File: config.mk
export PLATFORM = sky130hd
export DESIGN_NAME = float_switch_debounce_events_unit_flat
export DESIGN_NICKNAME = d
export VERILOG_FILES = /design/src/hdl/fsde_pkg.sv /design/src/hdl/fsde_chan_if.sv /design/src/hdl/float_switch_debounce_events_unit.sv /design/src/hdl/fsde_cell.sv /design/src/flat_wrapper.sv
export SDC_FILE = /design/constraint.sdc
export NUM_CORES = 1
export LEC_CHECK = 0
export BUFFER_PORTS_ARGS = -buffer_cell sky130_fd_sc_hd__buf_2
export CAP_MARGIN = 20
export CORE_MARGIN = 2
export CORE_UTILIZATION = 35
export CTS_CLUSTER_SIZE = 8
export DETAILED_ROUTE_END_ITERATION = 10
export GPL_ROUTABILITY_DRIVEN = 1
export GPL_TIMING_DRIVEN = 1
export PLACE_DENSITY = 0.53
export SLEW_MARGIN = 15
export SYNTH_ARGS = -nofsm -noshare
export SYNTH_HDL_FRONTEND = slang
export SYNTH_SLANG_ARGS = --single-unit
export TNS_END_PERCENT = 100
File: constraint.sdc
create_clock -name clk -period 2.9 [get_ports clk]
set_input_delay 0.435 -clock clk [delete_from_list [all_inputs] [get_ports clk]]
set_output_delay 0.435 -clock clk [all_outputs]
set_load 0.01 [all_outputs]
File: src/hdl/fsde_pkg.sv
`timescale 1ns / 1ps
// types, codes and helper functions shared by the float switch debounce block
// no dependencies

package fsde_pkg;

	localparam int unsigned NUM_TANKS    = 4;
	localparam int unsigned NUM_SWITCHES = 8;
	localparam int unsigned EDGE_W       = 16;
	localparam int unsigned LEVEL_W      = 3;

	typedef enum logic [1:0] {
		CMD_SAMPLE = 2'd0,
		CMD_QUERY  = 2'd1,
		CMD_CLEAR  = 2'd2
	} cmd_t;

	localparam logic [LEVEL_W-1:0] LEVEL_EMPTY    = 3'd0;
	localparam logic [LEVEL_W-1:0] LEVEL_MID      = 3'd1;
	localparam logic [LEVEL_W-1:0] LEVEL_FULL     = 3'd2;
	localparam logic [LEVEL_W-1:0] LEVEL_UNDEF    = 3'd3;
	localparam logic [LEVEL_W-1:0] LEVEL_DISABLED = 3'd4;

	localparam logic [NUM_TANKS-1:0] TANK_ENABLE_RESET = 4'hF;

	typedef logic [NUM_TANKS-1:0] tank_enable_t;

	typedef struct packed {
		logic [1:0]              cmd;
		logic [NUM_SWITCHES-1:0] switch_pins;
		logic [NUM_SWITCHES-1:0] event_mask;
	} item_t;

	typedef struct packed {
		logic [NUM_SWITCHES-1:0] latched_events;
		logic                    mask_hit;
		logic [EDGE_W-1:0]       switch_edges;
		logic [LEVEL_W-1:0]      tank0_level;
		logic [LEVEL_W-1:0]      tank1_level;
		logic [LEVEL_W-1:0]      tank2_level;
		logic [LEVEL_W-1:0]      tank3_level;
	} result_t;

	// each tank enable bit covers its two switches
	function automatic logic [NUM_SWITCHES-1:0] widen_enable(input tank_enable_t en);
		logic [NUM_SWITCHES-1:0] m;
		m = '0;
		for (int k = 0; k < NUM_TANKS; k++) begin
			m[2*k]   = en[k];
			m[2*k+1] = en[k];
		end
		return m;
	endfunction

	// switch i on goes to bit 2i, off to bit 2i+1
	function automatic logic [EDGE_W-1:0] spread_edges(input logic [NUM_SWITCHES-1:0] on,
			input logic [NUM_SWITCHES-1:0] off);
		logic [EDGE_W-1:0] e;
		e = '0;
		for (int i = 0; i < NUM_SWITCHES; i++) begin
			e[2*i]   = on[i];
			e[2*i+1] = off[i];
		end
		return e;
	endfunction

	function automatic logic [LEVEL_W-1:0] decode_level(input logic enabled, input logic top,
			input logic bot);
		logic [LEVEL_W-1:0] lvl;
		if (!enabled) begin
			lvl = LEVEL_DISABLED;
		end else begin
			case ({top, bot})
				2'b00:   lvl = LEVEL_EMPTY;
				2'b01:   lvl = LEVEL_MID;
				2'b11:   lvl = LEVEL_FULL;
				default: lvl = LEVEL_UNDEF;
			endcase
		end
		return lvl;
	endfunction

endpackage

File: src/hdl/fsde_chan_if.sv
`timescale 1ns / 1ps
// valid/ready channel carrying one payload of a given type
// used with payload types from fsde_pkg

interface fsde_chan_if #(parameter type payload_t = logic);
	logic     valid;
	logic     ready;
	payload_t data;

	modport source(output valid, output data, input ready);
	modport sink(input valid, input data, output ready);
endinterface

File: src/hdl/float_switch_debounce_events_unit.sv
`timescale 1ns / 1ps
// top level of the float switch debouncer with sticky tank events
// uses fsde_pkg, fsde_chan_if and a chain of fsde_cell stages

// Takes one request per clock and delivers its result from an output register in
// the cycle after acceptance; a new request is taken whenever that register is
// empty or being read in the same cycle, so throughput is one per cycle. Sample
// history is a chain of DEBOUNCE cells that shift on each sample request; a switch
// edge is reported when the new word matches the DEBOUNCE-1 newest cells and the
// oldest cell differs. The user must write tank enable only while idle; the block does not enforce it.

module float_switch_debounce_events_unit #(
	parameter int unsigned DEBOUNCE = 4
) (
	input  logic                                    clk,
	input  logic                                    arst_n,
	fsde_chan_if.sink                               item,
	fsde_chan_if.source                             result,
	fsde_chan_if.sink                               cfg
);

	localparam logic [DEBOUNCE-1:0] LAST_BIT = DEBOUNCE'(1) << (DEBOUNCE - 1);

	fsde_pkg::tank_enable_t                tank_enable_q;
	logic [fsde_pkg::NUM_SWITCHES-1:0]     pending_q;
	logic                                  out_valid_q;
	fsde_pkg::result_t                     out_data_q;

	logic [fsde_pkg::NUM_SWITCHES-1:0]     en_mask;
	logic [fsde_pkg::NUM_SWITCHES-1:0]     word;
	logic                                  accept;
	logic                                  is_sample;
	logic [fsde_pkg::NUM_SWITCHES-1:0]     hist [DEBOUNCE];
	logic [DEBOUNCE-1:0]                   match;
	logic                                  stable;
	logic [fsde_pkg::NUM_SWITCHES-1:0]     oldest;
	logic [fsde_pkg::NUM_SWITCHES-1:0]     on_bits;
	logic [fsde_pkg::NUM_SWITCHES-1:0]     off_bits;
	logic [fsde_pkg::EDGE_W-1:0]           edges;
	logic [fsde_pkg::NUM_SWITCHES-1:0]     pending_d;
	logic                                  hit;
	fsde_pkg::result_t                     res_d;

	assign cfg.ready  = 1'b1;
	assign item.ready = !out_valid_q || result.ready;
	assign accept     = item.valid && item.ready;
	assign is_sample  = (item.data.cmd == fsde_pkg::CMD_SAMPLE);

	assign en_mask = fsde_pkg::widen_enable(tank_enable_q);
	assign word    = ~item.data.switch_pins & en_mask;

	genvar gi;
	generate
		for (gi = 0; gi < DEBOUNCE; gi++) begin : g_cell
			fsde_cell u_cell (
				.clk      (clk),
				.arst_n   (arst_n),
				.shift_en (accept && is_sample),
				.word_in  ((gi == 0) ? word : hist[(gi == 0) ? 0 : gi - 1]),
				.cmp_word (word),
				.word_q   (hist[gi]),
				.match    (match[gi])
			);
		end
	endgenerate

	// the oldest cell only has to differ, so it is left out of the match
	assign stable   = &(match | LAST_BIT);
	assign oldest   = hist[DEBOUNCE-1];
	assign on_bits  = ~oldest & word & en_mask;
	assign off_bits = oldest & ~word & en_mask;

	always_comb begin
		edges     = '0;
		hit       = 1'b0;
		pending_d = pending_q;
		case (item.data.cmd)
			fsde_pkg::CMD_SAMPLE: begin
				if (stable && (oldest != word)) begin
					edges = fsde_pkg::spread_edges(on_bits, off_bits);
				end
				// full on a top switch rising, empty on a bottom switch falling
				for (int k = 0; k < fsde_pkg::NUM_TANKS; k++) begin
					if (edges[4*k]) begin
						pending_d[2*k] = 1'b1;
					end
					if (edges[4*k+3]) begin
						pending_d[2*k+1] = 1'b1;
					end
				end
			end
			fsde_pkg::CMD_QUERY: begin
				hit = |(pending_q & item.data.event_mask);
			end
			fsde_pkg::CMD_CLEAR: begin
				hit       = |(pending_q & item.data.event_mask);
				pending_d = pending_q & ~item.data.event_mask;
			end
			default: begin
				hit = 1'b0;
			end
		endcase

		res_d.latched_events = pending_d;
		res_d.mask_hit       = hit;
		res_d.switch_edges   = edges;
		res_d.tank0_level    = fsde_pkg::decode_level(tank_enable_q[0], word[0], word[1]);
		res_d.tank1_level    = fsde_pkg::decode_level(tank_enable_q[1], word[2], word[3]);
		res_d.tank2_level    = fsde_pkg::decode_level(tank_enable_q[2], word[4], word[5]);
		res_d.tank3_level    = fsde_pkg::decode_level(tank_enable_q[3], word[6], word[7]);
	end

	always_ff @(posedge clk or negedge arst_n) begin
		if (!arst_n) begin
			tank_enable_q <= fsde_pkg::TANK_ENABLE_RESET;
			pending_q     <= '0;
			out_valid_q   <= 1'b0;
		end else begin
			if (cfg.valid && cfg.ready) begin
				tank_enable_q <= cfg.data;
			end
			if (accept) begin
				pending_q   <= pending_d;
				out_valid_q <= 1'b1;
			end else if (result.ready) begin
				out_valid_q <= 1'b0;
			end
		end
	end

	always_ff @(posedge clk) begin
		if (accept) begin
			out_data_q <= res_d;
		end
	end

	assign result.valid = out_valid_q;
	assign result.data  = out_data_q;

endmodule

File: src/hdl/fsde_cell.sv
`timescale 1ns / 1ps
// one history stage: holds a sample word, shifts it on to the next stage
// and compares it against the incoming word; uses fsde_pkg

module fsde_cell (
	input  logic                                 clk,
	input  logic                                 arst_n,
	input  logic                                 shift_en,
	input  logic [fsde_pkg::NUM_SWITCHES-1:0]    word_in,
	input  logic [fsde_pkg::NUM_SWITCHES-1:0]    cmp_word,
	output logic [fsde_pkg::NUM_SWITCHES-1:0]    word_q,
	output logic                                 match
);

	always_ff @(posedge clk or negedge arst_n) begin
		if (!arst_n) begin
			word_q <= '0;
		end else if (shift_en) begin
			word_q <= word_in;
		end
	end

	assign match = (word_q == cmp_word);

endmodule

File: src/flat_wrapper.sv
// flat-port wrapper written by rule: the top's interface ports become plain ports
module float_switch_debounce_events_unit_flat 
#(
	parameter int unsigned DEBOUNCE = 4
)
  (clk, arst_n, item_valid, item_data, item_ready, result_valid, result_data, result_ready, cfg_valid, cfg_data, cfg_ready);
  fsde_chan_if #(.payload_t(fsde_pkg::item_t)) item_i ();
  fsde_chan_if #(.payload_t(fsde_pkg::result_t)) result_i ();
  fsde_chan_if #(.payload_t(fsde_pkg::tank_enable_t)) cfg_i ();
  input  logic clk;
  input  logic arst_n;
  input wire logic [$bits(item_i.valid)-1:0] item_valid;
  input wire logic [$bits(item_i.data)-1:0] item_data;
  output wire logic [$bits(item_i.ready)-1:0] item_ready;
  output wire logic [$bits(result_i.valid)-1:0] result_valid;
  output wire logic [$bits(result_i.data)-1:0] result_data;
  input wire logic [$bits(result_i.ready)-1:0] result_ready;
  input wire logic [$bits(cfg_i.valid)-1:0] cfg_valid;
  input wire logic [$bits(cfg_i.data)-1:0] cfg_data;
  output wire logic [$bits(cfg_i.ready)-1:0] cfg_ready;
  assign item_i.valid = item_valid;
  assign item_i.data = item_data;
  assign item_ready = item_i.ready;
  assign result_valid = result_i.valid;
  assign result_data = result_i.data;
  assign result_i.ready = result_ready;
  assign cfg_i.valid = cfg_valid;
  assign cfg_i.data = cfg_data;
  assign cfg_ready = cfg_i.ready;
  float_switch_debounce_events_unit #(.DEBOUNCE(DEBOUNCE)) u_core (.clk(clk), .arst_n(arst_n), .item(item_i), .result(result_i), .cfg(cfg_i));
endmodule
Word-level counts from Yosys, hierarchy flattened. Index checks and enable logic that the tools add are counted.

Equality and inequality tests: 14. Multiplexer cells: 17. Bitwise logic cells: 11. Reductions and logical operators: 14.

Operators with widths (count): 8-bit bitwise AND (7); 16-bit two-way mux (2); 8-bit NOT (4); 8-bit equality test (3); 2-bit case mux with 3 select lines (4); 8-bit case mux with 2 select lines (1); 2-bit by 1-bit equality test with 1-bit output, second input constant (5); 2-bit equality test, second input constant (5); 2-bit zero test (5); 1-bit two-way mux (10); 8-bit != test (1); 8-bit OR reduction (1); 1-bit logical AND (3); 3-bit AND reduction (1); 2-bit nonzero test (1); 2-bit OR reduction (1); 1-bit zero test (1); 1-bit logical OR (1).

Register bits after elaboration: 82. Input bits: 27. Output and inout port bits: 40. Word-level logic and storage cells: 70.

Longest topological paths before layout. Gate-level depths: netlist (run 1).

Depth after elaboration: 9. Depth in mapped cells: 10. Depth with buffers taken out: 9.

Modules after synthesis. From an unflattened synthesis (run 1), not the netlist that was laid out.

Cell total of the unflattened synthesis: 303. Area total of the unflattened synthesis: 4164.0 um^2.

Modules (own cells, without submodules): float_switch_debounce_events_unit (instances 1, cells each 191, area an instance 2492.4 um^2, seq. area each 1441.4 um^2); fsde_cell (instances 4, cells each 28, area an instance 417.9 um^2, seq. area each 200.2 um^2).

Least setup slack after synthesis (run 1). OpenSTA, ideal clock, no wires.

Path type: input port to flip-flop. From: input result_ready. To: register u_core.pending_q[7] (netlist bit). Setup time: 0.076 ns. Data arrival time: 2.679 ns. Data required time: 2.824 ns. Slack: 0.145 ns. Cell stages on the path: 7. Buffers on the path: 2. Cell sequence: nand2b_1 -> and2_1 -> clkbuf_1 -> clkbuf_1 -> and3_1 -> nand3_2 -> o2bb2ai_2.

Word-level cells in the longest chain between the ends: 2.

RTL lines: start, declared (RTL line flat_wrapper.sv:17) `input wire logic [$bits(result_i.ready)-1:0] result_ready;`; 1-bit logical OR (RTL line float_switch_debounce_events_unit.sv:45) `assign item.ready = !out_valid_q || result.ready;`; 1-bit logical AND (RTL line float_switch_debounce_events_unit.sv:46) `assign accept = item.valid && item.ready;`; net u_core.accept (RTL line float_switch_debounce_events_unit.sv:31) `logic accept;`; end signal, assigned (RTL line float_switch_debounce_events_unit.sv:123) `pending_q <= pending_d;`; end, declared (RTL line float_switch_debounce_events_unit.sv:25) `logic [fsde_pkg::NUM_SWITCHES-1:0] pending_q;`.

The timed path passes the listed nets, and every way through them passes these cells. A chain may end at the register's enable or synchronous reset.

Worst setup path in the final report (run 1).
From: register u_core.tank_enable_q[3]. To: register u_core.out_data_q, in the netlist u_core.result.data[36] (data pin).

Word-level cells in the longest chain between the ends: 8. Elaborated cells between the ends (all ways): 14. Those cells by class: 4 x eq/ne; 4 x mux; 4 x bitwise; 2 x reduce/logical.

RTL lines: start, declared (RTL line float_switch_debounce_events_unit.sv:24) `fsde_pkg::tank_enable_t tank_enable_q;`; start signal, assigned (RTL line float_switch_debounce_events_unit.sv:115) `tank_enable_q <= fsde_pkg::TANK_ENABLE_RESET;`; start signal, assigned (RTL line float_switch_debounce_events_unit.sv:120) `tank_enable_q <= cfg.data;`; 8-bit bitwise AND (*) (RTL line float_switch_debounce_events_unit.sv:50) `assign word = ~item.data.switch_pins & en_mask;`; net u_core.g_cell[0].u_cell.cmp_word (one bit) (RTL line fsde_cell.sv:10) `input logic [fsde_pkg::NUM_SWITCHES-1:0] cmp_word,`; 8-bit equality test (RTL line fsde_cell.sv:23) `assign match = (word_q == cmp_word);`; 3-bit AND reduction (RTL line float_switch_debounce_events_unit.sv:68) `assign stable = &(match | LAST_BIT);`; 1-bit logical AND (*) (RTL line float_switch_debounce_events_unit.sv:79) `if (stable && (oldest != word)) begin`; 16-bit two-way mux (*) (RTL line float_switch_debounce_events_unit.sv:79); 16-bit two-way mux (*) (RTL line float_switch_debounce_events_unit.sv:77) `case (item.data.cmd)`; 1-bit two-way mux (*) (RTL line float_switch_debounce_events_unit.sv:87) `if (edges[4*k+3]) begin`; 8-bit case mux with 2 select lines (*) (RTL line float_switch_debounce_events_unit.sv:77); net u_core.pending_d (one bit) (RTL line float_switch_debounce_events_unit.sv:40) `logic [fsde_pkg::NUM_SWITCHES-1:0] pending_d;`; end signal, assigned (RTL line float_switch_debounce_events_unit.sv:133) `out_data_q <= res_d;`; end, declared (RTL line float_switch_debounce_events_unit.sv:27) `fsde_pkg::result_t out_data_q;`.

Mark *: on every way through the listed nets, which the timed path passes. The rest lies on a longest branch. The select of a mux whose other input is x is not followed.

==> results of run 1 <==
report_power, final:
part / internal [uW] / total, uW / switching [uW] / leakage, uW
combinational: 215 / 523 / 308 / 0.000980
clock: 731 / 1160 / 429 / 0.000151
sequential: 1370 / 1490 / 124 / 0.000956
total: 2310 / 3170 / 861 / 0.00209
through the flow:
step                instances  hold WS, ns  setup slack, ns  power (uW)
floorplan                 353        0.139            0.145        1840
global placement          544        0.473            0.525        2020
detailed placement        544        0.479            0.475        2040
CTS                       560        0.288            0.465        3210
global route              560        0.152            0.300        3340
finish                    560        0.102            0.444        3170
registers in the layout, indices dropped and copies added (netlist names):
signal                       flops
u_core.result.data              37
u_core.g_cell.u_cell.word_q     32
u_core.pending_q                 8
u_core.tank_enable_q             4
u_core.result.valid              1
critical path, cell delays in order, from the launching register on:
cell	delay (ns)
dfstp_2	0.68
nand2b_1	0.18
inv_1	0.14
ha_1	0.26
nand4_1	0.09
nor2_1	0.05
a2111oi_0	0.29
nand4_1	0.15
buf_4	0.28
o21ai_1	0.17
cell usage in the layout (no fill, tap or decap), types with 6 or more instances in the layout:
master and count:
buf_2 64, clkbuf_16 9, ha_1 18, nand4_1 18, nand3_1 18, o21ai_1 24, xnor2_1 6, and3_1 8
nand2_1 38, buf_4 7, nor2_1 21, inv_2 7, mux2_1 23, o21ai_0 6, edfxtp_1 37, nand2b_1 6
dfrtp_1 41, inv_1 21
layout make-up:
| type | instances | area, um^2 | share of cell area |
|---|---|---|---|
| clock buffers | 13 | 270 | 0.0571 |
| clock inverters | 3 | 37.5 | 0.00793 |
| inverters | 29 | 109 | 0.0230 |
| multi-input cells | 222 | 1520 | 0.322 |
| flip-flops and latches | 82 | 2240 | 0.474 |
| well taps | 140 | 175 | 0.0370 |
| repair buffers | 71 | 373 | 0.0788 |
kinds of logic (layout without fill, tap and decap cells):
group | count (synthesis) | in the layout
fa+ha+maj | 18 | 18
simple gates | 127 | 127
buf+inv | 49 | 116
flops | 82 | 82
other cells | 1 | 1
mux | 23 | 23
xor+xnor | 7 | 7
compound gates | 46 | 46
final timing paths:
check	from	end	slack [ns]
max in group asynchronous	arst_n	u_core.result.valid$_DFFE_PN0P_	2.39
setup / recovery	u_core.tank_enable_q[3]$_DFFE_PN1P_	u_core.result.data[36]$_DFFE_PP_	0.44
min in group clk	item_valid	u_core.result.valid$_DFFE_PN0P_	0.30
setup reg to reg	u_core.tank_enable_q[3]$_DFFE_PN1P_	u_core.result.data[36]$_DFFE_PP_	0.44
hold / removal	arst_n	u_core.g_cell[0].u_cell.word_q[7]$_DFFE_PN0P_	0.10
hold reg to reg	u_core.g_cell[0].u_cell.word_q[5]$_DFFE_PN0P_	u_core.g_cell[0].u_cell.word_q[5]$_DFFE_PN0P_	0.49
routing by layer:
layer,GRT usage,vias up,part of all wire
met5,0,-,0
met4,0.0650,0,0.025
met3,0.0423,13,0.040
met2,0.229,57,0.47
met1,0.193,1338,0.47
li1,-,1374,-
==> summary by stage, run 1 <==
Status
The flow ran to the end, and the final reports show no timing, DRC or antenna violations.

GRT
In the global route stage, overall resource usage came out at 0.148. The leftover overflow at the end of global routing is 0. The initial antenna violation count is 0. The number of global-route vias before repair is 2764.

Entering global routing, the biggest net connects 54 pins. The global-route wire length before repair is about 14000 um.

Synth
The cell taking the most area after synthesis is edfxtp_1. Of the post-synthesis cell area, the dominant cell type holds 0.280. By area, the combinational part of the netlist is dominated by simple AND/OR/NAND/NOR gates. The post-synthesis cell count is around 350. The simple-gate portion of the synthesized area is 0.171. The flip-flop and latch count after synthesis is 82. In the synthesized netlist the async set-or-reset flop fraction comes to 0.549. The count of cell types in the netlist is between 40 and 50.

The flip-flop cell with the highest count after synthesis is dfrtp_1. The synthesized net count is between 300 and 400. Of the total synthesized cell area, the portion taken by XOR and XNOR cells is 0.0154. The synthesized area per cell is ~11 um^2. The post-synthesis sequential area ratio is 0.564. The Yosys step of the flow raised 0 warnings.

The synthesized-area fraction occupied by ao, oa, aoi and oai cells came to 0.0718. Of the total synthesized cell area, the portion taken by full adders, half adders and majority gates is 0.0567. The area of the mapped netlist is 3980 um^2. In the post-synthesis netlist, the biggest area contributors are edfxtp_1 (28%), dfrtp_1 (26%), mux2_1 (6.5%), ha_1 (5.7%), nand2_1 (3.6%). The library cell with the highest instance count after synthesis is dfrtp_1. Measured against the total synthesized area, the mux share comes to 0.0652. The count of flip-flops with a built-in enable after synthesis is 37. In the synthesized netlist, the cells that appear most often are dfrtp_1 (41), nand2_1 (38), edfxtp_1 (37).

Pwr
The power per cell area is approximately 670 nW/um^2. The leakage component of the power is ~0.0021 uW. VDD sags by at most 297 uV.

CTS
TritonCTS created 9 clock buffers. The post-CTS setup buffer count is 0. The clock transition at the register clock pins on the worst setup and hold paths after CTS is 0.06 ns.

The TritonCTS sink count is between 80 and 90. The count of instances resized after the clock tree is built is 0. No sink is reached through more buffers than the 2 on the longest clock path.

The clock reaches the later pin of the worst-skew pair after roughly 0.34 ns. The H-tree was split into 3 levels. For this design, the CTS-stage hold fixing added 0 buffers. TritonCTS built the clock tree. CTS placed an instance of clkbuf_16 at the clock tree root.

Critical path
The number of cells on the worst reg-to-reg path is 9. The worst setup path is captured at a flip-flop. STA classifies the critical path startpoint as a flip-flop. The arrival time reported for the critical path endpoint is 2.64 ns. The critical path is of the flip-flop to flip-flop type.

The data required time of the worst path is around 3.1 ns. Along the worst path, the maximum fanout reaches 32.

Floorplan
The width of the die is ~110 um. The number of top-level pins is between 60 and 70. After floorplanning, the core was divided into 38 placement rows. The floorplan step set the die height to 111 um. The initial core utilization is 0.362. The core box area is between 10000 and 15000 um^2. The die area is 12200 um^2.

Final layout
The final instance area is approximately 4700 um^2. From synthesis to final layout, the design area changed by 19.0%. The repair_antennas step left the layout with diodes totalling 0. The number of inserted filler cells in the final layout is slightly above 1000. The final net count is 460. Once layout is complete, the utilization of the core stands at 0.431.

In the final layout, the share of cells above drive strength 1 is 0.255.

Routing
The mean number of vias per cell is ~5.0. For this block, the initial DRC count from the detailed router was 92. The post-detailed-route count of antenna-violating nets is 0. The post-detailed-route wirelength per cell is 15.5 um. Across all layers, the routed design uses roughly 2800 vias. The number of remaining DRC errors is 0. The length of the first detailed-routing pass in iterations is 4. The detailed-route wire length is 8680 um.

Timing
The final critical path time including I/O delays and setup is about 2.5 ns. Static timing analysis puts the maximum clock frequency at between 400 and 500 MHz. For the pin with the worst max-slew slack, the measured transition is roughly 0.62 ns.

The number of hold violations in the final report was 0. The setup violation total in the final timing report is 0. The total count of max-transition violations in the final report was 0. The final cycle utilization of the critical path is 0.847. The final-layout setup total negative slack is 0 ns. The post-route clock skew is ~0.0047 ns. Setup repair after global routing left no endpoint under its margin. The worst pin sits at a relative slew slack of 0.585.

Placed design
The number of I/O port buffers is 65. The post-detailed-placement cell area is about 4400 um^2. Detailed placement finished with a half-perimeter wire length of between 6000 and 7000 um. The congestion estimate from routability-driven global placement came to around 0.80.

Worst hold path
The path class of the lowest-slack min-delay path is primary input to async pin.

Job
The tool flagged a number of max-cap violations equal to 0.
No activity file was read; power rests on OpenSTA's default activity.
==> run 2: changes to the inputs <==
Clock period 2.9 ns to 2.3 ns, I/O delays scaled along.
==> summary by stage, run 2 (synthesis results as in run 1) <==
Routing
The first-iteration detailed-routing DRC count is 170. After detailed routing, the total wire length is around 9000 um. The post-detailed-route count of antenna-violating nets is 0. The post-detailed-route wirelength per cell is 15.5 um. The length of the first detailed-routing pass in iterations is 4. Summing over every cut layer, the via total after detailed routing is approximately 2900. The mean number of vias per cell is around 5. The number of remaining DRC errors is 0.

GRT
The first global-routing pass estimated 14700 um of wire. The number of global-route vias before repair is between 2000 and 3000. The initial antenna violation count was 0. Across every metal layer, demand over resource in global routing totals 0.152.

The leftover overflow at the end of global routing is 0. The maximum number of pins on one net before global-route repair is 42.

Final layout
The library cells used most frequently in the layout, excluding fill and tap cells, are buf_2 (65), dfrtp_1 (41), nand2_1 (38). Leaving out fill and tap cells, the most frequent cell in the layout is buf_2. The diode insertion count for antenna repair is 0.

The number of inserted filler cells in the final layout is between 1000 and 1500. The flip-flop count of the largest register, all copies and words added is 37. The fraction of layout cells with a size suffix above 1 is 0.300. The final layout contains 484 nets.

Relative to the synthesized area, the layout overhead comes to 25.5%. The finished cells cover ~5000 um^2.

Critical path
The launch point of the worst path is u_core.tank_enable_q[3]$_DFFE_PN1P_. At the worst endpoint, the required time is 2.49 ns. The nature of the critical path endpoint is a flip-flop. The worst-path maximum fanout is 16. The critical path's slowest cell is dfstp_2. The buffer and inverter count on the worst path is 3. The worst flop-to-flop path startpoint is u_core.tank_enable_q[3]$_DFFE_PN1P_.

The setup check on the worst reg-to-reg path leaves a slack of 0.07 ns. The most numerous cell type found on the critical path is nand4_1. The worst flop-to-flop path endpoint is u_core.result.data[32]$_DFFE_PP_. STA classifies the critical path startpoint as a flip-flop. The worst stage delay on the critical path is ~0.60 ns. The category of cells accounting for the largest share of critical-path delay is flip-flops. The critical path is of the flip-flop to flip-flop type. Counting cells, the worst reg-to-reg path comes to 10.

Traced cell by cell, the critical path runs through nand2b_1 > inv_1 > ha_1 > nand4_1 > nor2_1 > a2111oi_1 > nand4_1 > buf_4 > buf_12 > o21ai_1. The arrival time reported for the critical path endpoint is 2.41 ns.

Placed design
The congestion estimate from routability-driven global placement came to 0.793. The count of buffers added on input and output ports is 65. The post-detailed-placement cell area is ~4600 um^2. The sum of net half-perimeters after detailed placement is 6580 um.

Floorplan
The width of the die is approximately 110 um. The standard-cell row count is 38. The die covers between 10000 and 15000 um^2.

For this configuration, the core starts out at a cell density of 0.362. The core box area is 11000 um^2. The height of the chip is about 110 um. The number of top-level pins is 67.

Timing
The post-route clock skew is approximately 0.009 ns. The final critical path time including I/O delays and setup is 2.23 ns. The final cycle utilization of the critical path is 0.968. Static timing analysis puts the maximum clock frequency at between 400 and 500 MHz. Setup violations remaining at the end of the flow were counted as 0. The final-layout setup total negative slack is 0 ns. The number of hold violations in the final report is 0. The total count of max-transition violations in the final report is 0.

Pwr
For this design the ratio of total power to cell area is around 820 nW/um^2. Of the total power, the share spent switching nets is 0.277. The sequential share of power is 0.454. The combinational group share of total power is 0.200. The overall power is slightly above 4000 uW. The worst ir drop on vdd is between 300 and 400 uV. In this run the power spent charging and discharging nets is 1140 uW. The clock network power share is 0.346.

The leakage component of the power is ~0.0022 uW. Internal power comes to 2970 uW.

Worst hold path
For hold timing, the worst endpoint is u_core.result.valid$_DFFE_PN0P_. The number of cells traversed by the worst hold path is 2. The startpoint identified for the worst hold timing path is item_valid. The path class of the lowest-slack min-delay path is primary input to flip-flop.

CTS
Clock tree synthesis found a total of slightly above 80 sinks. The source-to-sink clock delay at the later pin of the worst-skew pair is about 0.34 ns. The total CTS buffers is 9.

In this run the deepest clock path goes through 2 buffers. The root buffer cell chosen for the clock tree is clkbuf_16. The CTS tree is yes. Clock-pin slew was measured on the worst setup and hold paths at ~0.060 ns. The H-tree was split into 3 levels.

Job
The tool flagged a number of max-cap violations equal to 0.

Status
The flow ran to the end, and the final reports show no timing, DRC or antenna violations.
run 2: changes by cell type in the layout (fill, tap and decap cells not counted), sizes merged:
cell / previous run / this run
bufinv: 1 / 0
dlygate4sd3: 0 / 1
clkbuf: 13 / 14
inv: 28 / 29
clkinv: 3 / 2
clkinvlp: 0 / 1
buf: 71 / 93
run 2: worst max path at each step:
| stage | end | cells after the start | slack [ns] |
|---|---|---|---|
| after floorplan | u_core.result.data[31]$_DFFE_PP_ | 8 | 0.12 |
| after global placement | u_core.result.data[35]$_DFFE_PP_ | 9 | 0.03 |
| after detailed placement | u_core.result.data[32]$_DFFE_PP_ | 9 | -0.06 |
| after CTS | u_core.result.data[32]$_DFFE_PP_ | 8 | 0.05 |
| after global routing | u_core.result.data[34]$_DFFE_PP_ | 10 | -0.02 |
| final | u_core.result.data[32]$_DFFE_PP_ | 10 | 0.07 |
run 2: what timing repair did:
item | 4_1_cts | 5_1_grt
setup buffers | 0 | 9
endpoints found under the hold margin | 11 | 0
hold buffers | 1 | 0
setup endpoints to repair | 0 | 8
resized for setup | 0 | 2
run 2: cell type report:
| type | instances | area (um^2) | share of cell area |
|---|---|---|---|
| Multi-Input combinational cell | 222 | 1530 | 0.306 |
| Clock inverter | 3 | 18.8 | 0.00376 |
| Sequential cell | 82 | 2240 | 0.449 |
| Clock buffer | 13 | 282 | 0.0564 |
| Timing Repair Buffer | 95 | 633 | 0.127 |
| Inverter | 29 | 109 | 0.0218 |
| Tap cell | 140 | 175 | 0.0351 |
run 2: per-layer routing:
layer / up-vias / wire length (um) / share of wire / GRT usage
li1: 1422 / - / - / -
met1: 1377 / 4220 / 0.47 / 0.202
met2: 68 / 4290 / 0.47 / 0.236
met3: 7 / 432 / 0.048 / 0.0434
met4: 0 / 91 / 0.010 / 0.0542
met5: - / 0 / 0 / 0
run 2: per-stage QoR:
step                      std cells  worst slack, ns   util  hold WS, ns
after global placement          557           0.0281  0.416        0.258
after detailed placement        557          -0.0570  0.416        0.265
final                           584           0.0743  0.454        0.213
after floorplan                 353            0.119      -       0.0494
after global routing            584          -0.0191  0.454        0.214
after CTS                       574           0.0454  0.444        0.201
run 2: power groups by stage:
stage / logic, uW / clock network [uW] / registers (uW)
after floorplan: 450 / 0 / 1870
after global placement: 732 / 0 / 1890
after detailed placement: 739 / 0 / 1890
after CTS: 746 / 1450 / 1870
after global routing: 904 / 1520 / 1890
final: 820 / 1420 / 1870
==> run 3: changes to the inputs <==
Settings changed: GPL_TIMING_DRIVEN 1 to 0.
==> summary by stage, run 3 (synthesis results as in run 1) <==
Placed design
At the placement stage, the worst setup path has a slack of -0.506 ns. The number of I/O port buffers is between 60 and 70. Routability-driven placement finished with a final weighted congestion of 0.819. The sum of net half-perimeters after detailed placement is around 7000 um.

Final layout
The repair_antennas step left the layout with diodes totalling 0. The area used by multi-input combinational logic is 1620 um^2. The library cell used most frequently in the layout, excluding fill and tap cells, is buf_2. The top cell types in the final layout, fill and taps aside, are buf_2 (65), dfrtp_1 (41), nand2_1 (37), edfxtp_1 (37), buf_4 (26). The fraction of layout cells with a size suffix above 1 is 0.347.

The number of inserted filler cells in the final layout is 1044. The final net count is between 400 and 500. The register area is approximately 2200 um^2. The register with the most flip-flops in the layout has 37 of them. The relative area change from synthesis to final layout is 30.2%.

CTS
The source-to-sink clock delay at the later pin of the worst-skew pair is around 0.34 ns. The TritonCTS sink count is slightly above 80. The maximum count of clock buffers along a single path is 2. The clock transition at the register clock pins on the worst setup and hold paths after CTS is around 0.060 ns. The number of buffers added to fix hold violations after cts is 0. The CTS root buffer is clkbuf_16. The CTS tree is yes.

Buffers inserted during clock tree synthesis total 9. The H-tree was split into 3 levels.

Floorplan
The standard-cell row count is 38. The total area inside the core boundary comes to ~11000 um^2. The height of the chip is approximately 110 um.

The die area is between 10000 and 15000 um^2. The number of top-level pins is 67. The width of the die is roughly 110 um.

The initial core utilization is 0.362.

Timing
The final-layout setup total negative slack is 0 ns. The total count of max-transition violations in the final report is 0. The highest achievable clock rate is around 450 MHz. The setup violation total in the final timing report is 0.

Clock skew on the completed layout was measured at between 0.007 and 0.008 ns. The worst-margin pin slew is 0.636 ns. The worst pin sits at a relative slew slack of 0.576. The smallest clock period supported by the final layout is computed as approximately 2.2 ns. The final cycle utilization of the critical path is 0.967. Setup repair after global routing could not meet its margin everywhere. The final worst-path setup slack is around 0.077 ns. The number of hold violations in the final report came to 0.

GRT
The initial antenna violation count was 0. The leftover overflow at the end of global routing is 0. Across every metal layer, demand over resource in global routing totals 0.155.

Entering global routing, the biggest net connects between 40 and 50 pins. The number of global-route vias before repair is between 2000 and 3000. The first global-routing pass estimated approximately 15000 um of wire.

Job
Max-cap violations in this run came to 0.

Critical path
Walking the worst path, the cells encountered are buf_8 > nand2b_4 > inv_4 > or4_1 > a222oi_1 > buf_4 > buf_6 > nand4_2 > o21ai_2. The critical path's slowest cell is or4_1. The classification of the worst setup path is flip-flop to flip-flop.

The data required time of the worst path is ~2.5 ns. In this run the worst path has a maximum fanout of 10. The startpoint kind of the worst setup timing path is a flip-flop. At the worst endpoint, the arrival time is 2.42 ns.

The nature of the critical path endpoint is a flip-flop. The largest single stage delay on the critical path is 0.40 ns.

Worst hold path
The path class of the lowest-slack min-delay path is primary input to async pin.

Routing
Using the TritonRoute via totals, the vias-per-cell ratio works out to around 5.0. The number of remaining DRC errors is 0. Summed over all layers, the routed wires come to about 9600 um.

Once detail routing completed, the nets flagged for antenna violations numbered 0. The via count of the routed design is slightly below 3000. The first routing iteration left between 100 and 150 violations. The post-detailed-route wirelength per cell is 16.0 um. The first detailed-routing pass ran for 4 iterations.

Status
The run finished with clean final reports.

Pwr
The worst ir drop on vdd is about 300 uV. The power per cell area is 792 nW/um^2. For this design the static power due to leakage is around 0.0023 uW.
==> run 3: where the power goes <==
part	leakage [uW]	internal [uW]	switching [uW]
Clock	0.000151	885	555
Combinational	0.00122	353	440
Sequential	0.000956	1720	143
Total	0.00232	2960	1140
==> run 3: timing repair <==
item,in CTS,in global routing
gates resized for setup,16,35
setup buffers,4,20
setup endpoints to repair,32,25
pin swaps,2,9
cloned,0,2
==> run 3: metal layers <==
metal,part of all wire,routed length (um),GRT usage,vias up
met5,0,0,0,-
met3,0.040,380,0.0390,15
li1,-,-,-,1451
met2,0.51,4850,0.254,73
met1,0.44,4190,0.195,1436
met4,0.017,165,0.0642,0
==> run 3: final cells by class <==
type,instances,share of cell area
clock buffers,15,0.0578
inverters,29,0.0225
plain buffers,18,0.0290
flip-flops and latches,82,0.433
well taps,140,0.0339
clock inverters,1,0.000967
repair buffers,91,0.109
multi-input cells,222,0.314
==> run 3: through the flow <==
step / instances / cell area [um^2] / util / hold slack (ns) / total power, uW
final: 598 / 5170 / 0.471 / 0.0136 / 4100
after global routing: 598 / 5170 / 0.471 / 0.0645 / 4290
after CTS: 576 / 4850 / 0.442 / 0.198 / 4070
after detailed placement: 558 / 4480 / 0.408 / 0.485 / 2590
after global placement: 558 / 4480 / 0.408 / 0.470 / 2570
after floorplan: 353 / 3980 / - / 0.0494 / 2320
==> run 3: worst max-delay path: cells and delay by family (launching register included) <==
family	cells	cell delay (ns)
buffers and inverters	4	0.57
AND/OR/NAND/NOR	3	0.64
AO/OA/AOI/OAI	2	0.49
flip-flops	1	0.37
==> run 3: path summary, 6_finish.rpt <==
kind                                                               start                                            end  slack (ns)  cells after the start
min in group clk                                              item_valid                u_core.result.valid$_DFFE_PN0P_        0.21                      2
setup reg to reg                     u_core.tank_enable_q[3]$_DFFE_PN1P_               u_core.result.data[31]$_DFFE_PP_        0.08                      9
hold reg to reg            u_core.g_cell[0].u_cell.word_q[5]$_DFFE_PN0P_  u_core.g_cell[0].u_cell.word_q[5]$_DFFE_PN0P_        0.49                      2
setup / recovery                     u_core.tank_enable_q[3]$_DFFE_PN1P_               u_core.result.data[31]$_DFFE_PP_        0.08                      9
max in group asynchronous                                         arst_n  u_core.g_cell[0].u_cell.word_q[5]$_DFFE_PN0P_        1.89                      1
hold / removal                                                    arst_n  u_core.g_cell[1].u_cell.word_q[7]$_DFFE_PN0P_        0.01                      1
